--- src/rtl/frma_isqrt.sv ---
// ============================================================================
// frma_isqrt
// Pipelined floor square root, one result bit per register stage, with a
// side bus that travels alongside.
// ============================================================================
`default_nettype none

module frma_isqrt #(
    parameter int IN_W   = 50,
    parameter int SIDE_W = 8
) (
    input  wire logic                i_clk,
    input  wire logic                i_rst_n,
    input  wire logic                i_en,
    input  wire logic                i_valid,
    input  wire logic [IN_W-1:0]     i_rad,
    input  wire logic [SIDE_W-1:0]   i_side,
    output logic                     o_valid,
    output logic [IN_W/2-1:0]        o_root,
    output logic [SIDE_W-1:0]        o_side
);

    localparam int OUT_W = IN_W / 2;
    localparam int REM_W = OUT_W + 2;

    logic              r_vld  [OUT_W];
    logic [IN_W-1:0]   r_x    [OUT_W];
    logic [REM_W-1:0]  r_rem  [OUT_W];
    logic [OUT_W-1:0]  r_root [OUT_W];
    logic [SIDE_W-1:0] r_side [OUT_W];

    for (genvar g = 0; g < OUT_W; g++) begin : g_stage
        logic              p_vld;
        logic [IN_W-1:0]   p_x;
        logic [REM_W-1:0]  p_rem;
        logic [OUT_W-1:0]  p_root;
        logic [SIDE_W-1:0] p_side;
        logic [REM_W-1:0]  rem_sh;
        logic [REM_W-1:0]  trial;
        logic              ge;
        logic [REM_W-1:0]  n_rem;
        logic [OUT_W-1:0]  n_root;

        if (g == 0) begin : g_first
            assign p_vld  = i_valid;
            assign p_x    = i_rad;
            assign p_rem  = '0;
            assign p_root = '0;
            assign p_side = i_side;
        end else begin : g_next
            assign p_vld  = r_vld[g-1];
            assign p_x    = r_x[g-1];
            assign p_rem  = r_rem[g-1];
            assign p_root = r_root[g-1];
            assign p_side = r_side[g-1];
        end

        // Bring down the next bit pair and try root*4+1
        assign rem_sh = {p_rem[REM_W-3:0], p_x[IN_W-1 -: 2]};
        assign trial  = {p_root, 2'b01};
        assign ge     = (rem_sh >= trial);
        assign n_rem  = ge ? (rem_sh - trial) : rem_sh;
        assign n_root = {p_root[OUT_W-2:0], ge};

        always_ff @(posedge i_clk) begin
            if (!i_rst_n) begin
                r_vld[g] <= 1'b0;
            end else if (i_en) begin
                r_vld[g] <= p_vld;
            end
        end

        always_ff @(posedge i_clk) begin
            if (i_en) begin
                r_x[g]    <= {p_x[IN_W-3:0], 2'b00};
                r_rem[g]  <= n_rem;
                r_root[g] <= n_root;
                r_side[g] <= p_side;
            end
        end
    end

    assign o_valid = r_vld[OUT_W-1];
    assign o_root  = r_root[OUT_W-1];
    assign o_side  = r_side[OUT_W-1];

endmodule

`default_nettype wire

--- config.mk ---
export PLATFORM = sky130hd
export DESIGN_NAME = frma_isqrt
export DESIGN_NICKNAME = d
export VERILOG_FILES = /design/src/rtl/frma_isqrt.sv
export SDC_FILE = /design/constraint.sdc
export NUM_CORES = 2
export LEC_CHECK = 0
export ABC_AREA = 1
export BUFFER_PORTS_ARGS = -buffer_cell sky130_fd_sc_hd__buf_4
export CORE_AREA = 5 5 425 427
export DETAILED_ROUTE_END_ITERATION = 8
export DIE_AREA = 0 0 430 432
export PLACE_DENSITY_LB_ADDON = 0.08
export SLEW_MARGIN = 20
export SYNTH_ARGS = -nofsm -noshare
export SYNTH_HDL_FRONTEND = slang
export SYNTH_SLANG_ARGS = --single-unit
--- constraint.sdc ---
create_clock -name i_clk -period 6.41 [get_ports i_clk]
set_input_delay 1.282 -clock i_clk [delete_from_list [all_inputs] [get_ports i_clk]]
set_output_delay 1.282 -clock i_clk [all_outputs]
set_load 0.005 [all_outputs]
==> impl_metrics.yaml <==
status:
  status: "completed"
route:
  routed_wl_um: 215200
  drtPass1Iterations: 6
  drt_iter0_drc: 4945
  wl_per_cell_um: 17.23
  ant_nets: 0
  via_per_inst: 5.057
  drc_errors: 0
  num_vias: 63140
power:
  p_leak_nw: 44.72
  internal-power_mw: 21.71
  ir_worst_vdd_v: 0.0002432
  switchingPower_mw: 9.282
  p_comb_share_pct: 19.6
  power.density_nw_per_um2: 313.7
  netSwitchingFraction_pct: 29.95
  p_seq_share_pct: 47.0
  p_clk_share_pct: 33.4
global_route:
  grt_pass1_wl_um: 335000
  grt_max_degree: 148
  antenna_found_initial: 0
  track_usage_pct: 22.79
  grt_overflow: 0
  grt_pass1_vias: 60160
floorplan:
  rows: 154
  initial_core_util_pct: 50.93
  dieWidth_um: 430
  die_h_um: 432
  core-area_um2: 175700
  dieArea_um2: 185800
  io_pins: 96
clocking:
  ctsHoldBuffers: 0
  cts-root-buf: "clkbuf_16"
  path_clk_slew_ps: 60
  cts_htree_levels: 4
  cts_resized: 0
  cts_tree: "built"
  cts_buffers: 178
  clock_path_buffers: 3
  clk_latency_ps: 840
  cts_setup_buffers: 0
  cts.sinks: 1717
sta:
  final-max-slew-violation-count: 0
  slew_headroom_pct: 31.98
  tns_ps: 0
  fin_ws_ps: 3205
  max_freq_mhz: 312.1
  min_period_ps: 3205
  period_share_pct: 49.99
  final-setup-viol-count: 0
  fin_skew_ps: 30.01
  finalHoldViolCount: 0
  hold_ws_ps: 412.7
  worst_pin_slew_ps: 1018
  grt_setup_unrepaired: "no"
place:
  dpl_worst_slack_ps: 3040
  gp_congestion: 0.9159
  dpl_cell_area_um2: 92860
  portBuffers: 95
  dp_cells: 12170
  dp_hpwl_um: 162600
layout:
  finalNonFillerCells: 12490
  drive_gt1_share_pct: 6.298
  final_nets: 10420
  area_growth_pct: 10.38
  n_antenna_cell: 0
  design_area_um2: 98790
synthesis:
  ys_ff_latch: 1717
  synth_nets: 10200
  ys_warn_count: 0
  synth.largest_area_cell: "edfxtp_1"
  synth_ff_type: "edfxtp_1"
  syn_avg_cell_area_um2: 9.149
  synth-edff-count: 1716
  netlist_area_um2: 89500
  synth.distinct_cells: 55
  async_reset_ff_share_pct: 0
  yosys-top-cells-count: "3,376 x nand2_1, 1,716 x edfxtp_1, 1,716 x inv_1"
  synth_top_area_share_pct: 57.57
  yosys-top-cells-area: "edfxtp_1 58%, nand2_1 14%, inv_1 7.2%"
  netlist_instances: 9783
  yosysSeqAreaShare_pct: 57.59
  yosysMostFrequentCell: "nand2_1"
worst_setup_path:
  start_kind: "flip-flop"
  crit_slowest_cell: "inv_1"
  required_ps: 6990
  cp_cell_sequence: "ha_1 -> nand2_1 -> inv_1 -> nand2_1 -> nor2_2 -> nand3_1 -> nor2_1 -> nor2_1 -> nand2_1 -> inv_1 -> nand2_1 -> nand2_1"
  crit_top_cell: "nand2_1"
  path_buf_inv: 2
  crit_family: "simple AND/OR/NAND/NOR gates"
  rrSetupSlack_ps: 3210
  crit_path_max_fanout: 20
  crit_arrival_ps: 3790
  max_stage_delay_ps: 610
  path_class: "flip-flop to flip-flop"
  critPathCaptureType: "flip-flop"
min_path:
  hp-class: "flip-flop to flip-flop"
job:
  cap_violations: 0
==> cell usage in the layout (no fill, tap or decap), types with 35 or more instances in the layout <==
master        n
edfxtp_1   1716
nor2_1      754
a21oi_2      44
nand3_1     546
clkinv_2     35
o21ai_0      99
xnor2_1      53
o21ai_1      42
inv_1      1716
nor2_2       58
nand3b_1     79
buf_4       107
nor3_1       69
xor2_1      159
clkbuf_16   179
a21oi_1     283
ha_1        351
nand4_1     161
nand2_1    3376
==> power by group through the flow <==
stage / Combinational (mW) / Sequential (mW) / Clock (mW)
3_5_place_dp: 6.05 / 14.8 / 0
2_1_floorplan: 4.40 / 14.4 / 0
3_3_place_gp: 6.00 / 14.8 / 0
6_report: 6.08 / 14.6 / 10.3
5_1_grt: 6.95 / 14.7 / 11.1
4_1_cts: 6.09 / 14.6 / 10.7
==> routing by layer <==
metal | vias to the layer above | track usage, % | share of wire [%]
met4 | 0 | 6.319 | 2.5
met2 | 1332 | 37.92 | 47
met5 | - | 0 | 0
met3 | 305 | 2.732 | 4.2
met1 | 29510 | 31.85 | 46
li1 | 31990 | - | -
==> kinds of logic (layout without fill, tap and decap cells) <==
family / after synthesis / after routing / synth area share, %
and+or+nand+nor: 5161 / 5161 / 24.08
DFF: 1717 / 1717 / 57.59
other: 1 / 1 / 0.004190
adders and majority gates: 351 / 351 / 4.907
buffers and inverters: 1828 / 2191 / 8.090
xor gates and xnor gates: 212 / 212 / 2.075
AOI/OAI and AO/OA: 513 / 513 / 3.249
==> path summary, 6_finish.rpt <==
check | startpoint | endpoint | cells past startpoint
worst min register to register | r_x[2][36] | r_x[2][86] | 0
worst max register to register | r_rem[1][87] | r_rem[1][120] | 12
worst min-delay path | r_x[2][36] | r_x[2][86] | 0
worst max-delay path | r_rem[1][87] | r_rem[1][120] | 12
==> cell type report <==
cell class                 count  area, um^2
clock inverter               117        1364
multi-input combinational   6238       30720
inverter                    1749        6570
timing repair buffer         121        1091
clock buffer                 204        4573
fill                       15830       76940
tap                         2340        2928
sequential                  1717       51550
==> metrics by stage <==
stage          utilization (%)  total power [mW]
2_1_floorplan                -             18.76
3_3_place_gp             52.84             20.80
3_5_place_dp             52.84             20.84
4_1_cts                  56.22             31.33
5_1_grt                  56.22             32.73
6_report                 56.22             30.99
==> sequential cells by signal (all words and copies together), names as in the netlist <==
name    count
r_vld      25
r_root    325
r_rem     567
r_side    200
r_x       600
(Power assumes the default switching activity.)
